**src/hw/rtl/ckbm_pkg.sv**
```systemverilog
// shared types and constants for the color key blit with mirror
package ckbm_pkg;

    localparam int MAX_WIDTH  = 512;
    localparam int MAX_HEIGHT = 256;
    localparam int MAX_PITCH  = 1023;

    localparam int KEY_W    = 8;
    localparam int WIDTH_W  = 10;
    localparam int HEIGHT_W = 9;
    localparam int PITCH_W  = 10;
    localparam int COL_W    = 9;
    localparam int ROW_W    = 8;
    localparam int ADDR_W   = 18;
    localparam int PIX_W    = 8;

    localparam int CFG_IDX_W  = 8;
    localparam int CFG_DATA_W = 16;

    localparam int TDATA_IN_W  = 8;
    localparam int TDATA_OUT_W = 48;

    localparam logic [KEY_W-1:0] KEY_RESET = 8'd10;

    typedef enum logic [1:0] {
        PART_TOP      = 2'd0,
        PART_LEFT     = 2'd1,
        PART_MIRROR   = 2'd2,
        PART_RESERVED = 2'd3
    } t_part;

    typedef enum logic [CFG_IDX_W-1:0] {
        REG_KEY       = 8'd0,
        REG_PART      = 8'd1,
        REG_WIDTH     = 8'd2,
        REG_HEIGHT    = 8'd3,
        REG_SRC_PITCH = 8'd4,
        REG_DST_PITCH = 8'd5
    } t_reg_idx;

    typedef struct packed {
        logic [KEY_W-1:0]    key;
        t_part               part;
        logic [WIDTH_W-1:0]  width;
        logic [HEIGHT_W-1:0] height;
        logic [PITCH_W-1:0]  dst_pitch;
        logic                bad;
        logic                restart;
    } t_cfg;

    typedef struct packed {
        logic [ADDR_W-1:0] addr;
        logic [PIX_W-1:0]  pixel;
        logic              enable;
        logic [ADDR_W-1:0] copied;
        logic              last;
        logic              error;
    } t_result;

endpackage

```
**src/hw/rtl/ckbm_cfg.sv**
```systemverilog
// configuration registers and setup validity check
module ckbm_cfg
    import ckbm_pkg::*;
(
    input  logic                  i_clk,
    input  logic                  i_rst_n,
    input  logic                  i_wr,
    input  logic [CFG_IDX_W-1:0]  i_idx,
    input  logic [CFG_DATA_W-1:0] i_data,
    output t_cfg                  o_cfg
);

    logic [KEY_W-1:0]    r_key;
    t_part               r_part;
    logic [WIDTH_W-1:0]  r_width;
    logic [HEIGHT_W-1:0] r_height;
    logic [PITCH_W-1:0]  r_src_pitch;
    logic [PITCH_W-1:0]  r_dst_pitch;
    logic                bad;

    always_ff @(posedge i_clk) begin
        if (!i_rst_n) begin
            r_key       <= KEY_RESET;
            r_part      <= PART_TOP;
            r_width     <= '0;
            r_height    <= '0;
            r_src_pitch <= '0;
            r_dst_pitch <= '0;
        end else if (i_wr) begin
            case (i_idx)
                REG_KEY:       r_key       <= i_data[KEY_W-1:0];
                REG_PART:      r_part      <= t_part'(i_data[1:0]);
                REG_WIDTH:     r_width     <= i_data[WIDTH_W-1:0];
                REG_HEIGHT:    r_height    <= i_data[HEIGHT_W-1:0];
                REG_SRC_PITCH: r_src_pitch <= i_data[PITCH_W-1:0];
                REG_DST_PITCH: r_dst_pitch <= i_data[PITCH_W-1:0];
                default: ;
            endcase
        end
    end

    always_comb begin
        bad = 1'b0;
        if (r_width == '0 || r_width > WIDTH_W'(MAX_WIDTH)) bad = 1'b1;
        if (r_height == '0 || r_height > HEIGHT_W'(MAX_HEIGHT)) bad = 1'b1;
        if (r_src_pitch < r_width || r_src_pitch > PITCH_W'(MAX_PITCH)) bad = 1'b1;
        if (r_dst_pitch < r_width || r_dst_pitch > PITCH_W'(MAX_PITCH)) bad = 1'b1;
        if (r_part == PART_RESERVED) bad = 1'b1;
    end

    assign o_cfg.key       = r_key;
    assign o_cfg.part      = r_part;
    assign o_cfg.width     = r_width;
    assign o_cfg.height    = r_height;
    assign o_cfg.dst_pitch = r_dst_pitch;
    assign o_cfg.bad       = bad;
    assign o_cfg.restart   = i_wr;

endmodule

```
**src/hw/rtl/ckbm_core.sv**
```systemverilog
// raster position state and per pixel address, enable and count logic
module ckbm_core
    import ckbm_pkg::*;
(
    input  logic             i_clk,
    input  logic             i_rst_n,
    input  t_cfg             i_cfg,
    input  logic             i_fire,
    input  logic [PIX_W-1:0] i_pixel,
    output t_result          o_res
);

    logic [COL_W-1:0]   r_col;
    logic [ROW_W-1:0]   r_row;
    logic [ADDR_W-1:0]  r_base;
    logic [ADDR_W-1:0]  r_count;

    logic [COL_W-1:0]   col;
    logic [WIDTH_W-1:0] w_m1;
    logic               enable;
    logic               row_end;
    logic               last;
    logic [ADDR_W-1:0]  count_inc;

    assign w_m1      = i_cfg.width - WIDTH_W'(1);
    assign enable    = (i_pixel != i_cfg.key);
    assign count_inc = enable ? r_count + ADDR_W'(1) : r_count;
    assign row_end   = ({1'b0, r_col} + WIDTH_W'(1)) >= i_cfg.width;
    assign last      = row_end && (({1'b0, r_row} + HEIGHT_W'(1)) >= i_cfg.height);

    always_comb begin
        col = r_col;
        if ({1'b0, r_col} >= i_cfg.width) col = w_m1[COL_W-1:0];
        if (i_cfg.part == PART_MIRROR) col = w_m1[COL_W-1:0] - col;
    end

    always_comb begin
        if (i_cfg.bad) begin
            o_res.addr   = '0;
            o_res.pixel  = '0;
            o_res.enable = 1'b0;
            o_res.copied = r_count;
            o_res.last   = 1'b0;
            o_res.error  = 1'b1;
        end else begin
            o_res.addr   = r_base + ADDR_W'(col);
            o_res.pixel  = i_pixel;
            o_res.enable = enable;
            o_res.copied = count_inc;
            o_res.last   = last;
            o_res.error  = 1'b0;
        end
    end

    always_ff @(posedge i_clk) begin
        if (!i_rst_n || i_cfg.restart) begin
            r_col   <= '0;
            r_row   <= '0;
            r_base  <= '0;
            r_count <= '0;
        end else if (i_fire && !i_cfg.bad) begin
            if (last) begin
                r_col   <= '0;
                r_row   <= '0;
                r_base  <= '0;
                r_count <= '0;
            end else if (row_end) begin
                r_col   <= '0;
                r_row   <= r_row + ROW_W'(1);
                r_base  <= r_base + ADDR_W'(i_cfg.dst_pitch);
                r_count <= count_inc;
            end else begin
                r_col   <= r_col + COL_W'(1);
                r_count <= count_inc;
            end
        end
    end

endmodule

```
**src/hw/rtl/ckbm_out.sv**
```systemverilog
// result register with skid stage
module ckbm_out
    import ckbm_pkg::*;
(
    input  logic    i_clk,
    input  logic    i_rst_n,
    input  logic    i_valid,
    output logic    o_ready,
    input  t_result i_res,
    output logic    o_valid,
    input  logic    i_ready,
    output t_result o_res
);

    logic    r_main_valid;
    logic    r_skid_valid;
    t_result r_main;
    t_result r_skid;
    logic    fire;

    assign o_ready = !r_skid_valid;
    assign fire    = i_valid && !r_skid_valid;
    assign o_valid = r_main_valid;
    assign o_res   = r_main;

    always_ff @(posedge i_clk) begin
        if (!i_rst_n) begin
            r_main_valid <= 1'b0;
            r_skid_valid <= 1'b0;
        end else if (i_ready || !r_main_valid) begin
            r_main_valid <= r_skid_valid || fire;
            r_skid_valid <= 1'b0;
        end else if (fire) begin
            r_skid_valid <= 1'b1;
        end
    end

    always_ff @(posedge i_clk) begin
        if (i_ready || !r_main_valid) begin
            r_main <= r_skid_valid ? r_skid : i_res;
        end else if (fire) begin
            r_skid <= i_res;
        end
    end

endmodule

```
**src/hw/rtl/color_key_blit_with_mirror.sv**
```systemverilog
// top level of the color key transparent blit with horizontal mirror
//
//  channel   direction  handshake                    payload
//  s_axis    in         s_axis_tvalid/s_axis_tready  tdata src_pixel
//  m_axis    out        m_axis_tvalid/m_axis_tready  tdata, tlast, tuser
//  cfg       in         i_cfg_valid/o_cfg_ready      i_cfg_index, i_cfg_data
//
// one pixel per cycle while m_axis accepts; each transaction's result is registered
// a skid stage keeps s_axis_tready high for one more transaction when m_axis stalls
// reset clears the position counters and loads the register reset values
// any configuration write restarts the rectangle
module color_key_blit_with_mirror
    import ckbm_pkg::*;
(
    input  logic                   i_clk,
    input  logic                   i_rst_n,
    input  logic                   s_axis_tvalid,
    output logic                   s_axis_tready,
    input  logic [TDATA_IN_W-1:0]  s_axis_tdata,   // src_pixel
    output logic                   m_axis_tvalid,
    input  logic                   m_axis_tready,
    // write_address, write_pixel, write_enable, copied_total, zero fill
    output logic [TDATA_OUT_W-1:0] m_axis_tdata,
    output logic                   m_axis_tlast,   // last_pixel
    output logic                   m_axis_tuser,   // setup_error
    input  logic                   i_cfg_valid,
    output logic                   o_cfg_ready,
    input  logic [CFG_IDX_W-1:0]   i_cfg_index,
    input  logic [CFG_DATA_W-1:0]  i_cfg_data
);

    t_cfg    cfg;
    t_result core_res;
    t_result out_res;
    logic    in_fire;
    logic    cfg_wr;

    assign o_cfg_ready = 1'b1;
    assign cfg_wr      = i_cfg_valid && o_cfg_ready;
    assign in_fire     = s_axis_tvalid && s_axis_tready;

    ckbm_cfg u_cfg (
        .i_clk   (i_clk),
        .i_rst_n (i_rst_n),
        .i_wr    (cfg_wr),
        .i_idx   (i_cfg_index),
        .i_data  (i_cfg_data),
        .o_cfg   (cfg)
    );

    ckbm_core u_core (
        .i_clk   (i_clk),
        .i_rst_n (i_rst_n),
        .i_cfg   (cfg),
        .i_fire  (in_fire),
        .i_pixel (s_axis_tdata[PIX_W-1:0]),
        .o_res   (core_res)
    );

    ckbm_out u_out (
        .i_clk   (i_clk),
        .i_rst_n (i_rst_n),
        .i_valid (s_axis_tvalid),
        .o_ready (s_axis_tready),
        .i_res   (core_res),
        .o_valid (m_axis_tvalid),
        .i_ready (m_axis_tready),
        .o_res   (out_res)
    );

    assign m_axis_tdata = {3'b000, out_res.copied, out_res.enable, out_res.pixel, out_res.addr};
    assign m_axis_tlast = out_res.last;
    assign m_axis_tuser = out_res.error;

endmodule

```
**config.mk**
```make
export PLATFORM = sky130hd
export DESIGN_NAME = color_key_blit_with_mirror
export DESIGN_NICKNAME = d
export VERILOG_FILES = /design/src/hw/rtl/ckbm_pkg.sv /design/src/hw/rtl/ckbm_cfg.sv /design/src/hw/rtl/ckbm_core.sv /design/src/hw/rtl/ckbm_out.sv /design/src/hw/rtl/color_key_blit_with_mirror.sv
export SDC_FILE = /design/constraint.sdc
export NUM_CORES = 1
export LEC_CHECK = 0
export ABC_AREA = 1
export BUFFER_PORTS_ARGS = -buffer_cell sky130_fd_sc_hd__buf_2
export CORE_ASPECT_RATIO = 1.4
export CORE_MARGIN = 2
export CORE_UTILIZATION = 55
export CTS_CLUSTER_DIAMETER = 30
export DETAILED_ROUTE_END_ITERATION = 10
export GPL_ROUTABILITY_DRIVEN = 0
export HOLD_SLACK_MARGIN = 0.12
export PLACE_DENSITY = 0.75
export SETUP_SLACK_MARGIN = 0.1
export SLEW_MARGIN = 20
export SYNTH_ARGS = -nofsm -noshare
export SYNTH_HDL_FRONTEND = slang
export SYNTH_SLANG_ARGS = --single-unit
```
**constraint.sdc**
```tcl
create_clock -name i_clk -period 11.7 [get_ports i_clk]
set_input_delay 2.34 -clock i_clk [delete_from_list [all_inputs] [get_ports i_clk]]
set_output_delay 2.34 -clock i_clk [all_outputs]
set_load 0.005 [all_outputs]
```
==> results.toml <==
[drt]
antenna_left = 0
wl_um = 27200
drt_iter0_drc = 638
avgRoutedWirePerCell_um = 13.9
route.detailed.drc = 0
first_pass_iters = 5
vias_per_cell = 5.25
via_count = 10300

[power_and_ir_drop]
power_leakage_nw = 6.10
vdd_drop_max_mv = 0.0983
powerDensity_mw_per_mm2 = 105

[global_routing]
grt_max_degree = 57
gr-total-overflow = 0
grt_util_met1_pct = 30.2
grt.met3_usage_pct = 4.14
grt.busiest_layer = "met2"
grt_pass1_vias = 9649
grt_util_met2_pct = 41.2
grt.total_usage_pct = 24.3
antenna_found_initial = 0
grt_first_pass_wirelength_um = 45300

[timing]
skew_ps = 16.7
tns_ps = 0
finalCritPeriodShare_pct = 46.8
hold_violations = 0
finalSetupViolCount = 0
rsz0062_at_grt = "false"
worstMarginPinSlew_ps = 997
max_clock_freq_mhz = 183
slew_viol_final = 0
max-slew-margin-rel_pct = 33.4
worst_slack_ps = 6220
period_needed_ps = 5480

[worst_setup_path]
worstPathRequired_ps = 11900
critPathKind = "flop to flop"
critPathMaxFanout = 18
cp-end-kind = "flop"
cp.arrival_ps = 5680
startpoint = "u_cfg.r_width[3]"
timing.critical_path.to = "u_out.o_res[43]"
reg2reg_slack_ps = 6220
cp-start-kind = "flop"
slowest_delay_ps = 440
cp_slowest_cell = "o21ai_1"
reg2reg_from = "u_cfg.r_width[3]"
r2r_cells = 29
cp_common_cell = "nand2_1"
r2r_end = "u_out.o_res[43]"

[cts]
cts_buffer_depth = 2
hold_buffers = 0
cts_setup_buffers = 0
cts_tree = "done"
path_clk_slew_ps = 80
cts_resized = 0
numClockSinks = 198
clockRootBuffer = "clkbuf_16"
clkLatencyLatePin_ps = 450
cts_buffers = 17
htreeDepth = 4

[synthesis]
synthArstFlopShare_pct = 0
synth-main-ff-cell = "dfxtp_1"
yosysUniqueCellTypes = 46
synth.avg_cell_area_sq_um = 7.62
synth_edf_count = 94
synth_cells = 1589
synth-seq-area-share_pct = 40.5
synth-seq-cells = 198
syn_area_sq_mm = 0.0121
yosys_warnings = 0

[floorplan]
core_area_sq_mm = 0.0217
die_w_um = 129
num_rows = 64
start_util_pct = 55.8
dieArea_sq_mm = 0.0232
fp.dieH_um = 180
ioPinCount = 90

[placement]
port_buffers = 79
dp_hpwl_um = 20100
pre_cts_ws_ps = 6290

[finish]
nets = 1764
diodes = 0
area_growth_pct = 9.36
drive_above_1_share_pct = 10.4

[job]
maxCapViolations = 0

[outcome]
status = "completed"

[worst_hold_path]
hold_start = "u_cfg.r_src_pitch[0]"
hold_class = "flop to flop"
## worst min path at each step
stage / to / slack (ps) / cells past startpoint
after detailed placement: u_cfg.r_src_pitch[0] / 450 / 2
after global placement: u_cfg.r_src_pitch[0] / 450 / 2
final: u_cfg.r_src_pitch[0] / 470 / 2
after global routing: u_cfg.r_src_pitch[0] / 500 / 2
after floorplan: u_cfg.r_src_pitch[0] / 430 / 2
after CTS: u_cfg.r_src_pitch[0] / 470 / 2
## layout by cell type (no fill, tap or decap), drive strengths merged, types with 14 or more instances in the layout
| cell | instances |
|---|---|
| xor2 | 46 |
| ha | 81 |
| a211oi | 20 |
| xnor2 | 14 |
| nand2 | 486 |
| nand3 | 61 |
| nand4 | 19 |
| a21oi | 102 |
| edfxtp | 94 |
| nor3 | 17 |
| dfxtp | 104 |
| buf | 86 |
| inv | 180 |
| clkbuf | 18 |
| o21ai | 105 |
| nor2 | 179 |
## routing by layer
layer | up-vias | share of wire [%]
met4 | 0 | 3.4
li1 | 5285 | -
met2 | 281 | 48
met1 | 4624 | 43
met3 | 62 | 5.1
met5 | - | 0
## worst max-delay path, delay by kind of cell, from the launching register on
kind | cells | cell delay [ps]
adder cells (fa/ha/maj) | 3 | 1060
flip-flops | 1 | 420
buffers and inverters | 2 | 280
AND/OR/NAND/NOR | 14 | 1420
AO/OA/AOI/OAI | 8 | 1680
XOR/XNOR | 2 | 360
## Yosys cell counts (14+ instances only)
| library cell | number | area, sq um |
|---|---|---|
| nand2_1 | 481 | 1810 |
| inv_1 | 163 | 612 |
| nor2_1 | 152 | 571 |
| dfxtp_1 | 104 | 2080 |
| a21oi_1 | 102 | 510 |
| edfxtp_1 | 94 | 2820 |
| o21ai_0 | 83 | 415 |
| ha_1 | 81 | 1010 |
| nand3_1 | 58 | 290 |
| xor2_1 | 45 | 394 |
| clkbuf_1 | 24 | 90.1 |
| a211oi_1 | 20 | 150 |
| o21ai_1 | 20 | 100 |
| nand4_1 | 18 | 113 |
| nor2_4 | 16 | 180 |
| nor3_1 | 15 | 75.1 |
| buf_2 | 14 | 70.1 |
| xnor2_1 | 14 | 123 |
## cell type report
class	instances	area, sq um
clock buffer	18	429
clock inverter	14	161
fill	1958	8460
inverter	173	649
multi-input combinational	1167	6270
sequential	198	4900
tap	297	372
timing repair buffer	86	448
## cell families after synthesis
logic type | after synthesis | synth area share, %
and+or+nand+nor | 773 | 27.3
AOI/OAI and AO/OA | 246 | 11.0
DFF | 198 | 40.5
other | 2 | 0.0620
xor gates and xnor gates | 60 | 4.40
adders and majority gates | 84 | 8.87
buffers and inverters | 226 | 7.85
## through the flow
stage                     hold WS (ps)  power (W)  instance area (sq um)  util (%)  instances
after floorplan                    429   0.000788                  12100         -       1591
after detailed placement           454   0.000813                  12600      58.3       1921
final                              467    0.00139                  13200      61.0       1953
after global placement             448   0.000812                  12600      58.3       1921
after CTS                          466    0.00139                  13200      61.0       1953
after global routing               498    0.00143                  13200      61.0       1953
## registers in the layout (all words and copies together) (netlist names), 10 cells and up
register and cells:
u_core.r_base 18, u_cfg.r_dst_pitch 10, u_core.r_count 18, u_out.o_res 47
u_cfg.r_width 10, u_out.r_skid 47, u_cfg.r_src_pitch 10
## power breakdown
| part | switching, W | internal [W] | total (W) | leakage (nW) |
|---|---|---|---|---|
| combinational | 0.0000422 | 0.0000192 | 0.0000614 | 3.98 |
| sequential | 0.00000272 | 0.000733 | 0.000736 | 1.83 |
| clock | 0.000284 | 0.000305 | 0.000589 | 0.292 |
| total | 0.000329 | 0.00106 | 0.00139 | 6.10 |
Note: power is estimated with default switching activity, not from simulation.
